<file path="src/hw/rtl/fire_effect_propagator_macros.svh">
// ----------------------------------------------------------------------------
// Fire effect propagator assertion macros
// Shared concurrent assertion forms, clocked on clk and held off during rst.
// ----------------------------------------------------------------------------
`ifndef FIRE_EFFECT_PROPAGATOR_MACROS_SVH
`define FIRE_EFFECT_PROPAGATOR_MACROS_SVH

// consequent must hold in the same cycle as the antecedent
`define FEP_ASSERT_NOW(label, ante, cons, msg) \
  label: assert property (@(posedge clk) disable iff (rst) (ante) |-> (cons)) else $error(msg);

// consequent must hold in the cycle after the antecedent
`define FEP_ASSERT_NEXT(label, ante, cons, msg) \
  label: assert property (@(posedge clk) disable iff (rst) (ante) |=> (cons)) else $error(msg);

`endif

</file>
<file path="src/hw/rtl/fep_pkg.sv">
// ----------------------------------------------------------------------------
// fep_pkg
// Types and constants shared by the fire effect propagator modules.
// ----------------------------------------------------------------------------
package fep_pkg;

  localparam int PIXEL_W      = 8;
  localparam int NEW_W        = 7;
  localparam int COLUMN_W     = 6;
  localparam int ROW_W        = 7;
  localparam int WIDTH_REG_W  = 7;
  localparam int HEIGHT_REG_W = 8;
  localparam int CFG_DATA_W   = 8;
  localparam int CFG_INDEX_W  = 1;

  localparam logic [CFG_INDEX_W-1:0] CFG_WINDOW_WIDTH  = 1'd0;
  localparam logic [CFG_INDEX_W-1:0] CFG_WINDOW_HEIGHT = 1'd1;

  localparam logic [WIDTH_REG_W-1:0]  WIDTH_RESET  = 7'd32;
  localparam logic [HEIGHT_REG_W-1:0] HEIGHT_RESET = 8'd128;

  // sum of four pixels, then floor(sum * 80 / 321) as (sum * RECIP) >> RECIP_SHIFT
  localparam int SUM_W       = 10;
  localparam int RECIP_W     = 18;
  localparam int RECIP_SHIFT = 20;
  localparam logic [RECIP_W-1:0] RECIP = 18'd261328;

  localparam int QUEUE_DEPTH   = 4;
  localparam int QUEUE_PTR_W   = 2;
  localparam int QUEUE_COUNT_W = 3;

  typedef struct packed {
    logic [PIXEL_W-1:0] old_pixel;
    logic               frame_start;
  } pixel_t;

  typedef struct packed {
    logic [NEW_W-1:0]    new_pixel;
    logic [COLUMN_W-1:0] column;
    logic [ROW_W-1:0]    row;
    logic                frame_last;
  } result_t;

  typedef struct packed {
    logic [SUM_W-1:0]    sum;
    logic [COLUMN_W-1:0] column;
    logic [ROW_W-1:0]    row;
    logic                frame_last;
  } work_t;

  typedef struct packed {
    logic [PIXEL_W-1:0] two_below;
    logic [PIXEL_W-1:0] below;
  } line_t;

endpackage

</file>
<file path="src/hw/rtl/fep_front.sv">
// ----------------------------------------------------------------------------
// fep_front
// Accepts old pixels, tracks row and column, keeps the two line stores and
// forms the neighbourhood sum for each interior pixel of an output row.
// ----------------------------------------------------------------------------
module fep_front #(
  parameter int MAX_WIDTH  = 64,
  parameter int MAX_HEIGHT = 128
) (
  input  logic                               clk,
  input  logic                               rst,
  input  logic                               cfg_write,
  input  logic [fep_pkg::CFG_INDEX_W-1:0]    cfg_index,
  input  logic [fep_pkg::CFG_DATA_W-1:0]     cfg_data,
  input  logic                               pixel_valid,
  output logic                               pixel_ready,
  input  fep_pkg::pixel_t                    pixel,
  input  logic [fep_pkg::QUEUE_COUNT_W-1:0]  queue_count,
  output logic                               push,
  output fep_pkg::work_t                     push_data
);

  `include "fire_effect_propagator_macros.svh"

  localparam int LINE_DEPTH = MAX_WIDTH + 2;
  localparam int ADDR_W     = $clog2(LINE_DEPTH);
  localparam int COL_W      = $clog2(MAX_WIDTH + 3);
  localparam int ROWC_W     = $clog2(MAX_HEIGHT + 2);
  localparam int WCMP_W     = (COL_W > fep_pkg::WIDTH_REG_W) ? COL_W : fep_pkg::WIDTH_REG_W;
  localparam int HCMP_W     = (ROWC_W > fep_pkg::HEIGHT_REG_W) ? ROWC_W : fep_pkg::HEIGHT_REG_W;
  localparam int CO_W       = (COL_W > fep_pkg::COLUMN_W) ? COL_W : fep_pkg::COLUMN_W;
  localparam int RO_W       = (ROWC_W > fep_pkg::ROW_W) ? ROWC_W : fep_pkg::ROW_W;

  logic [fep_pkg::WIDTH_REG_W-1:0]  window_width;
  logic [fep_pkg::HEIGHT_REG_W-1:0] window_height;

  logic [WCMP_W-1:0] width_ext;
  logic [HCMP_W-1:0] height_ext;
  logic [COL_W-1:0]  eff_w;
  logic [COL_W-1:0]  w_plus1;
  logic [ROWC_W-1:0] eff_h;
  logic [ROWC_W-1:0] h_plus1;

  logic [COL_W-1:0]  column_count;
  logic [ROWC_W-1:0] row_count;

  logic              accept;
  logic [COL_W-1:0]  cur_c;
  logic [ROWC_W-1:0] cur_r;
  logic              row_end;
  logic              emit;
  logic              last;
  logic [CO_W-1:0]   col_diff;
  logic [RO_W-1:0]   row_diff;
  logic [COL_W-1:0]  rd_addr;
  logic [ADDR_W-1:0] rd_idx;
  logic              rd_en;

  logic                               b_valid;
  logic [COL_W-1:0]                   b_c;
  logic [fep_pkg::PIXEL_W-1:0]        b_pix;
  logic                               b_emit;
  logic                               b_row_end;
  logic [fep_pkg::COLUMN_W-1:0]       b_column;
  logic [fep_pkg::ROW_W-1:0]          b_row;
  logic                               b_last;
  logic [COL_W-1:0]                   b_c_dec;
  logic                               b_wr;

  logic [fep_pkg::PIXEL_W-1:0] hold_pixel;
  logic [fep_pkg::PIXEL_W-1:0] below0;
  logic [fep_pkg::PIXEL_W-1:0] win_m1;
  logic [fep_pkg::PIXEL_W-1:0] win_0;
  logic [fep_pkg::PIXEL_W-1:0] win_tb;
  logic [fep_pkg::PIXEL_W-1:0] eff_0;

  logic                  pend_valid;
  logic [ADDR_W-1:0]     pend_addr;
  fep_pkg::line_t        pend_data;

  fep_pkg::line_t        line_mem [LINE_DEPTH];
  logic [LINE_DEPTH-1:0] line_valid;
  fep_pkg::line_t        rd_line;
  logic                  mem_we;
  logic [ADDR_W-1:0]     mem_wa;
  fep_pkg::line_t        mem_wd;

  // clamp the window registers
  always_comb begin
    width_ext  = WCMP_W'(window_width);
    height_ext = HCMP_W'(window_height);
    if (width_ext == '0) begin
      eff_w = COL_W'(1);
    end else if (width_ext > WCMP_W'(MAX_WIDTH)) begin
      eff_w = COL_W'(MAX_WIDTH);
    end else begin
      eff_w = COL_W'(width_ext);
    end
    if (height_ext == '0) begin
      eff_h = ROWC_W'(1);
    end else if (height_ext > HCMP_W'(MAX_HEIGHT)) begin
      eff_h = ROWC_W'(MAX_HEIGHT);
    end else begin
      eff_h = ROWC_W'(height_ext);
    end
    w_plus1 = eff_w + COL_W'(1);
    h_plus1 = eff_h + ROWC_W'(1);
  end

  // classify the incoming pixel
  assign accept = pixel_valid & pixel_ready;

  always_comb begin
    cur_c    = pixel.frame_start ? '0 : column_count;
    cur_r    = pixel.frame_start ? '0 : row_count;
    row_end  = (cur_c >= w_plus1);
    emit     = (cur_r >= ROWC_W'(2)) && (cur_r <= h_plus1) &&
               (cur_c >= COL_W'(1)) && (cur_c <= eff_w);
    last     = (cur_r == h_plus1) && (cur_c == eff_w);
    col_diff = CO_W'(cur_c) - CO_W'(1);
    row_diff = RO_W'(h_plus1) - RO_W'(cur_r);
    rd_addr  = cur_c + COL_W'(1);
    rd_idx   = rd_addr[ADDR_W-1:0];
    rd_en    = accept && (rd_addr < COL_W'(LINE_DEPTH));
  end

  assign pixel_ready = (queue_count + fep_pkg::QUEUE_COUNT_W'(b_valid))
                       < fep_pkg::QUEUE_COUNT_W'(fep_pkg::QUEUE_DEPTH);

  // line store access from the second stage
  assign b_c_dec = b_c - COL_W'(1);
  assign b_wr    = b_valid && (b_c != '0);
  assign eff_0   = (b_c == '0) ? below0 : win_0;

  always_comb begin
    mem_we = b_wr || pend_valid;
    if (pend_valid) begin
      mem_wa = pend_addr;
      mem_wd = pend_data;
    end else begin
      mem_wa           = b_c_dec[ADDR_W-1:0];
      mem_wd.two_below = win_m1;
      mem_wd.below     = hold_pixel;
    end
  end

  always_ff @(posedge clk) begin
    if (mem_we) begin
      line_mem[mem_wa] <= mem_wd;
    end
    if (rd_en) begin
      if (mem_we && (mem_wa == rd_idx)) begin
        rd_line <= mem_wd;
      end else if (line_valid[rd_idx]) begin
        rd_line <= line_mem[rd_idx];
      end else begin
        rd_line <= '0;
      end
    end
  end

  always_ff @(posedge clk) begin
    if (rst) begin
      line_valid <= '0;
    end else if (mem_we) begin
      line_valid[mem_wa] <= 1'b1;
    end
  end

  // control state
  always_ff @(posedge clk) begin
    if (rst) begin
      window_width  <= fep_pkg::WIDTH_RESET;
      window_height <= fep_pkg::HEIGHT_RESET;
      column_count  <= '0;
      row_count     <= '0;
      b_valid       <= 1'b0;
      pend_valid    <= 1'b0;
      hold_pixel    <= '0;
      below0        <= '0;
    end else begin
      if (cfg_write) begin
        case (cfg_index)
          fep_pkg::CFG_WINDOW_WIDTH: begin
            window_width <= cfg_data[fep_pkg::WIDTH_REG_W-1:0];
          end
          fep_pkg::CFG_WINDOW_HEIGHT: begin
            window_height <= cfg_data[fep_pkg::HEIGHT_REG_W-1:0];
          end
          default: begin
          end
        endcase
      end
      if (accept) begin
        if (row_end) begin
          column_count <= '0;
          row_count    <= (cur_r >= h_plus1) ? '0 : cur_r + ROWC_W'(1);
        end else begin
          column_count <= cur_c + COL_W'(1);
          row_count    <= cur_r;
        end
      end
      b_valid    <= accept;
      pend_valid <= b_valid && b_row_end;
      if (b_valid) begin
        hold_pixel <= b_pix;
      end
      if (b_wr && (b_c == COL_W'(1))) begin
        below0 <= hold_pixel;
      end
    end
  end

  // payload
  always_ff @(posedge clk) begin
    if (accept) begin
      b_c       <= cur_c;
      b_pix     <= pixel.old_pixel;
      b_emit    <= emit;
      b_row_end <= row_end;
      b_column  <= col_diff[fep_pkg::COLUMN_W-1:0];
      b_row     <= row_diff[fep_pkg::ROW_W-1:0];
      b_last    <= last;
    end
    if (b_valid && b_row_end) begin
      pend_addr           <= b_c[ADDR_W-1:0];
      pend_data.two_below <= win_0;
      pend_data.below     <= b_pix;
    end
    if (b_valid) begin
      win_m1 <= eff_0;
      win_0  <= rd_line.below;
      win_tb <= rd_line.two_below;
    end
  end

  assign push                 = b_valid && b_emit;
  assign push_data.sum        = fep_pkg::SUM_W'(win_m1) + fep_pkg::SUM_W'(eff_0)
                              + fep_pkg::SUM_W'(rd_line.below) + fep_pkg::SUM_W'(win_tb);
  assign push_data.column     = b_column;
  assign push_data.row        = b_row;
  assign push_data.frame_last = b_last;

  `FEP_ASSERT_NOW(a_one_line_write, pend_valid, !b_wr, "row end write collides with column write")
  `FEP_ASSERT_NOW(a_queue_room, push, queue_count < fep_pkg::QUEUE_COUNT_W'(fep_pkg::QUEUE_DEPTH), "push into full queue")
  `FEP_ASSERT_NEXT(a_pend_single, pend_valid, !pend_valid, "row end write held for two cycles")

endmodule

</file>
<file path="src/hw/rtl/fep_queue.sv">
// ----------------------------------------------------------------------------
// fep_queue
// Short work queue between the pixel front end and the result back end.
// ----------------------------------------------------------------------------
module fep_queue (
  input  logic                               clk,
  input  logic                               rst,
  input  logic                               push,
  input  fep_pkg::work_t                     push_data,
  input  logic                               pop,
  output logic                               head_valid,
  output fep_pkg::work_t                     head,
  output logic [fep_pkg::QUEUE_COUNT_W-1:0]  count
);

  `include "fire_effect_propagator_macros.svh"

  fep_pkg::work_t                   slots [fep_pkg::QUEUE_DEPTH];
  logic [fep_pkg::QUEUE_PTR_W-1:0]  wr_ptr;
  logic [fep_pkg::QUEUE_PTR_W-1:0]  rd_ptr;

  assign head_valid = (count != '0);
  assign head       = slots[rd_ptr];

  always_ff @(posedge clk) begin
    if (push) begin
      slots[wr_ptr] <= push_data;
    end
  end

  always_ff @(posedge clk) begin
    if (rst) begin
      wr_ptr <= '0;
      rd_ptr <= '0;
      count  <= '0;
    end else begin
      if (push) begin
        wr_ptr <= wr_ptr + fep_pkg::QUEUE_PTR_W'(1);
      end
      if (pop) begin
        rd_ptr <= rd_ptr + fep_pkg::QUEUE_PTR_W'(1);
      end
      count <= count + fep_pkg::QUEUE_COUNT_W'(push) - fep_pkg::QUEUE_COUNT_W'(pop);
    end
  end

  `FEP_ASSERT_NOW(a_no_overflow, push, count != fep_pkg::QUEUE_COUNT_W'(fep_pkg::QUEUE_DEPTH), "queue overflow")
  `FEP_ASSERT_NOW(a_no_underflow, pop, count != '0, "queue underflow")

endmodule

</file>
<file path="src/hw/rtl/fep_back.sv">
// ----------------------------------------------------------------------------
// fep_back
// Scales the neighbourhood sum by 80/321 and holds the result for the sink.
// ----------------------------------------------------------------------------
module fep_back (
  input  logic              clk,
  input  logic              rst,
  input  logic              head_valid,
  input  fep_pkg::work_t    head,
  output logic              pop,
  output logic              result_valid,
  input  logic              result_ready,
  output fep_pkg::result_t  result
);

  localparam int PROD_W = fep_pkg::SUM_W + fep_pkg::RECIP_W;

  logic              load;
  logic [PROD_W-1:0] product;

  assign load    = head_valid && (!result_valid || result_ready);
  assign pop     = load;
  assign product = PROD_W'(head.sum) * PROD_W'(fep_pkg::RECIP);

  always_ff @(posedge clk) begin
    if (rst) begin
      result_valid <= 1'b0;
    end else if (load) begin
      result_valid <= 1'b1;
    end else if (result_ready) begin
      result_valid <= 1'b0;
    end
  end

  always_ff @(posedge clk) begin
    if (load) begin
      result.new_pixel  <= product[fep_pkg::RECIP_SHIFT +: fep_pkg::NEW_W];
      result.column     <= head.column;
      result.row        <= head.row;
      result.frame_last <= head.frame_last;
    end
  end

endmodule

</file>
<file path="src/hw/rtl/fire_effect_propagator.sv">
// ----------------------------------------------------------------------------
// fire_effect_propagator
// Recomputes one frame of a fire window from a bottom-up stream of old pixels.
// ----------------------------------------------------------------------------
// Takes one old pixel per clock while input is not held off. Each frame is window_height + 2 rows of
// window_width + 2 pixels, bottom row first; the two bottom rows and the
// margin columns give no result. Each result passes from the stage after the
// input through a four-entry work queue to the output register; the queue lets
// pixels keep flowing while the sink stalls, and input is held off only once
// that queue, counting the pixel in the stage just after the input, holds four
// entries. The line stores are cleared at reset by per-entry valid bits, so
// the block is ready as soon as reset is released.
module fire_effect_propagator #(
  parameter int MAX_WIDTH  = 64,
  parameter int MAX_HEIGHT = 128
) (
  input  logic                             clk,
  input  logic                             rst,
  input  logic                             cfg_write,
  input  logic [fep_pkg::CFG_INDEX_W-1:0]  cfg_index,
  input  logic [fep_pkg::CFG_DATA_W-1:0]   cfg_data,
  input  logic                             pixel_valid,
  output logic                             pixel_ready,
  input  fep_pkg::pixel_t                  pixel,
  output logic                             result_valid,
  input  logic                             result_ready,
  output fep_pkg::result_t                 result
);

  logic                               push;
  fep_pkg::work_t                     push_data;
  logic                               pop;
  logic                               head_valid;
  fep_pkg::work_t                     head;
  logic [fep_pkg::QUEUE_COUNT_W-1:0]  queue_count;

  fep_front #(
    .MAX_WIDTH  (MAX_WIDTH),
    .MAX_HEIGHT (MAX_HEIGHT)
  ) u_front (
    .clk         (clk),
    .rst         (rst),
    .cfg_write   (cfg_write),
    .cfg_index   (cfg_index),
    .cfg_data    (cfg_data),
    .pixel_valid (pixel_valid),
    .pixel_ready (pixel_ready),
    .pixel       (pixel),
    .queue_count (queue_count),
    .push        (push),
    .push_data   (push_data)
  );

  fep_queue u_queue (
    .clk        (clk),
    .rst        (rst),
    .push       (push),
    .push_data  (push_data),
    .pop        (pop),
    .head_valid (head_valid),
    .head       (head),
    .count      (queue_count)
  );

  fep_back u_back (
    .clk          (clk),
    .rst          (rst),
    .head_valid   (head_valid),
    .head         (head),
    .pop          (pop),
    .result_valid (result_valid),
    .result_ready (result_ready),
    .result       (result)
  );

endmodule

</file>
<file path="config.mk">
export PLATFORM = sky130hd
export DESIGN_NAME = fire_effect_propagator
export DESIGN_NICKNAME = d
export VERILOG_FILES = /design/src/hw/rtl/fep_pkg.sv /design/src/hw/rtl/fep_front.sv /design/src/hw/rtl/fep_queue.sv /design/src/hw/rtl/fep_back.sv /design/src/hw/rtl/fire_effect_propagator.sv
export VERILOG_INCLUDE_DIRS = /design/src /design/src/hw/rtl
export SDC_FILE = /design/constraint.sdc
export NUM_CORES = 2
export LEC_CHECK = 0
export BUFFER_PORTS_ARGS = -buffer_cell sky130_fd_sc_hd__buf_2
export CORE_MARGIN = 3
export CORE_UTILIZATION = 34
export CTS_BUF_LIST = sky130_fd_sc_hd__clkbuf_8
export DETAILED_ROUTE_END_ITERATION = 10
export SLEW_MARGIN = 20
export SYNTH_ARGS = -nofsm -noshare
export SYNTH_HDL_FRONTEND = slang
export SYNTH_SLANG_ARGS = --single-unit
</file>
<file path="constraint.sdc">
create_clock -name clk -period 13.25 [get_ports clk]
set_clock_uncertainty 0.05 [all_clocks]
set_input_delay 0.6625 -clock clk [delete_from_list [all_inputs] [get_ports clk]]
set_output_delay 0.6625 -clock clk [all_outputs]
set_load 0.005 [all_outputs]
</file>
==> results.md <==
* Final hold vios at 0
* Total length of routed wires at ~140,000 µm
* Sw frac at 34.1%
* Number of core rows at 150
* Drt pass-1 iters at 7
* Design Area, Final at 65,400 µm²
* Via count at 30,800
* Gate power share at between 30 and 40%
* Syn_nets at 3,612
* CTS sink cnt at 1,391
* Num CTS Buffers at ~210
* Worst-Skew Late Latency at roughly 900 ps
* Setup slack, reg-to-reg at 6570 ps
* IO Count at 46
* Clock root cell: clkbuf_8
* Fraction of final layout cells sized beyond drive strength 1 at 21.0%
* Sw Pwr at 4.98 mW
* Die Y at around 420 µm
* #FFs+latches synth at between 1,000 and 1,500
* Cell breakdown of the critical path: buf_4 > mux4_2 > inv_1 > fa_1 > inv_1 > fa_1 > fa_1 > fa_1 > inv_1 > fa_1 > inv_1 > ha_1 > a21o_1 > a21o_1 > a211o_1 > a2bb2oi_2 > a21boi_1 > or4_1 > a31oi_1 > xnor2_1
* Clock power share at roughly a quarter
* Core area at 168,000 µm²
* Starting Density at 34.4%
* Synth Warn # at 0
* Synth async-reset ratio at 0%
* Post-cts repair resize count at 0
* CTS H-tree lvls at 4
* Total track usage at 15.8%
* Initial drt markers at 3,208
* Family with the most delay on the worst path: adder cells
* Setup TNS at 0 ps
* Die area at 175,000 µm²
* Main area contributors after synthesis: edfxtp_1 (66%), mux4_2 (12%), dfxtp_1 (4.3%)
* Non-filler cells, final at roughly 6,000
* Residual DRC at 0
* Die Wd at between 400 and 500 µm
* Fin crit period at approximately 6700 ps
* Worst Hold Margin at 197 ps
* Net count, final at 3,843
* Clk slew on worst S/H paths at 70 ps
* Fmax at 0.150 GHz
* Cell variety after synth at 67
* Critical Path Start Type: flop
* Final period util at 50.4%
* Share of the synthesized area in the top cell type at ~66%
* Area grow syn2layout at 13.0%
* Synth area leader: edfxtp_1
* DP HPWL at 79,800 µm
* Global-route wire length before repair at just over 200,000 µm
* CP Class: reg2reg
* Max Buffers Root-to-Sink at 3
* Worst Path Buf+Inv at 5
* PwrDens at 223 nW/µm²
* Post-synth EDFFs at 1,267
* Seq pwr share at 36.7%
* Post-route ant nets at 0
* Internal power at 9.63 mW
* # setup viols final at 0
* Final setup margin at between 6000 and 7000 ps
* Worst Hold Class: in2reg
* Cell mode on critical path: fa_1
* DR WL/cell at 23.0 µm
* Grt total ovfl at 0
* Dpl cell area at 61,000 µm²
* # placed instances at 5,614
* Cells after Synth at 3,410
* CTS tree: yes
* Critical Path Slowest Stage Cell: mux4_2
* WP data required at 13,860 ps
* Critical Path AT at 7280 ps
* Largest net degree at the start of global routing at around 130
* Initial antenna violation count at 6
* CP peak stage delay at 630 ps
* Status: complete, no violations
* Number of global-route vias before repair at 31,700
* Peak supply drop at ~0.53 mV
* Power Total at 14.6 mW
* Slew Limit Headroom at between 20% and 30%
* Critical Path End Type: flop
* Primary FF master, synth: edfxtp_1
* Sequential share of the synthesized area at 70.0%
* DP Worst Slack at 6450 ps
* Leakage at 22.0 nW
* RSZ-0062 raised after global routing: no
* Max cap viols at 0
* Cts hold-fix bufs at 21
* Vias per inst at approximately 5
* Measured slew at the worst slew-check pin at 1110 ps
* Synth Cell Area at 57,900 µm²
* Max-slew violation count at 0
* Fill cells at 15,400
* Syn Area/Cell at around 17 µm²
* RD Place Congestion at 0.816
* Setup bufs post-CTS at 0
* Fin util at 38.9%
* CP max FO at 18
* Port Buf Inserts at 45
[worst paths after layout]
| check | from | end | cells past startpoint |
|---|---|---|---|
| worst max-delay path | flop | u_back.result[20] | 20 |
| worst min-delay path | rst | u_front.width_ext[1] | 2 |
| worst max register to register | flop | u_back.result[20] | 20 |
| worst min register to register | u_front.rd_line[9] | u_front.win_tb[1] | 0 |
[kinds of logic (layout without fill, tap and decap cells)]
logic type / Yosys count / in the layout / synth area share, %
xor+xnor: 64 / 64 / 0.968
buf+inv: 320 / 723 / 2.43
fa+ha+maj: 179 / 179 / 4.66
mux: 360 / 360 / 12.9
other cells: 0 / 3 / 0
simple gates: 857 / 857 / 6.54
flops: 1391 / 1391 / 70.0
compound gates: 239 / 239 / 2.46
[power by group through the flow]
stage	clock network [mW]	registers (mW)	logic, mW
floorplan	0	5.43	4.49
detailed placement	0	5.46	5.90
finish	3.43	5.36	5.82
CTS	3.51	5.36	5.94
global route	3.72	5.37	6.78
global placement	0	5.45	5.83
[synth_stat cells, drive strengths merged, types with 17 or more instances]
library cell	n
a21oi	143
and3	23
buf	87
clkbuf	65
dfxtp	124
edfxtp	1267
fa	61
ha	118
inv	165
mux2	26
mux2i	28
mux4	306
nand2	318
nand2b	17
nand3	153
nor2	239
nor2b	21
nor3	33
o21ai	20
or4	17
xnor2	45
xor2	19
[worst reg2reg max path: cells and delay by family (launching register included)]
family,cells,cell delay [ps]
buffers and inverters,5,830
AND/OR/NAND/NOR,1,440
flip-flops,1,570
AO/OA/AOI/OAI,6,1170
multiplexers,1,640
adder cells (fa/ha/maj),6,2680
XOR/XNOR,1,80
[metal layers]
metal / vias to the layer above / routed length (µm) / track usage, %
met5: - / 0 / 0
met4: 0 / 3220 / 4.56
met3: 229 / 9840 / 3.24
met2: 1055 / 64900 / 24.9
met1: 15900 / 60200 / 22.3
li1: 13500 / - / -
[state kept, by name (all words and copies together) (netlist names), 2 cells and up, named ones only]
| name | flops |
|---|---|
| u_back.result | 21 |
| u_front.b_c | 7 |
| u_front.b_column | 6 |
| u_front.b_pix | 8 |
| u_front.b_row | 7 |
| u_front.below0 | 8 |
| u_front.column_count | 7 |
| u_front.height_ext | 8 |
| u_front.hold_pixel | 8 |
| u_front.line_mem | 1056 |
| u_front.line_valid | 66 |
| u_front.pend_addr | 7 |
| u_front.pend_data | 16 |
| u_front.rd_line | 16 |
| u_front.row_count | 8 |
| u_front.width_ext | 7 |
| u_front.win_0 | 8 |
| u_front.win_m1 | 8 |
| u_front.win_tb | 8 |
| u_queue.count | 3 |
| u_queue.rd_ptr | 2 |
| u_queue.slots | 96 |
| u_queue.wr_ptr | 2 |
[cells in the final DEF, fill, tap and decap left out, drive strengths merged, types with 4 or more instances in the layout]
cell,count
xor2,19
o31ai,14
dfxtp,124
o21ai,20
clkinv,73
and3,23
nor3,33
buf,152
or3,5
nor2b,21
a31oi,6
nand2b,17
a21oi,143
or4,17
fa,61
clkbuf,230
nand3,153
bufinv,8
o21bai,10
o21ba,4
a21o,9
mux2i,28
nor2,239
mux2,26
ha,118
nand4,12
dlygate4sd3,21
o21a,8
edfxtp,1267
mux4,306
inv,236
nor4,5
xnor2,45
nand2,318
[layout make-up]
class / count / area [µm²] / share of cell area, %
diodes: 3 / 7.51 / 0.0115
clock buffers: 230 / 3170 / 4.84
clock inverters: 152 / 913 / 1.40
inverters: 168 / 657 / 1.00
multi-input cells: 1699 / 16100 / 24.6
flip-flops and latches: 1391 / 40500 / 62.0
well taps: 2204 / 2760 / 4.22
repair buffers: 173 / 1270 / 1.94
Power figures use the tool's default switching activity.
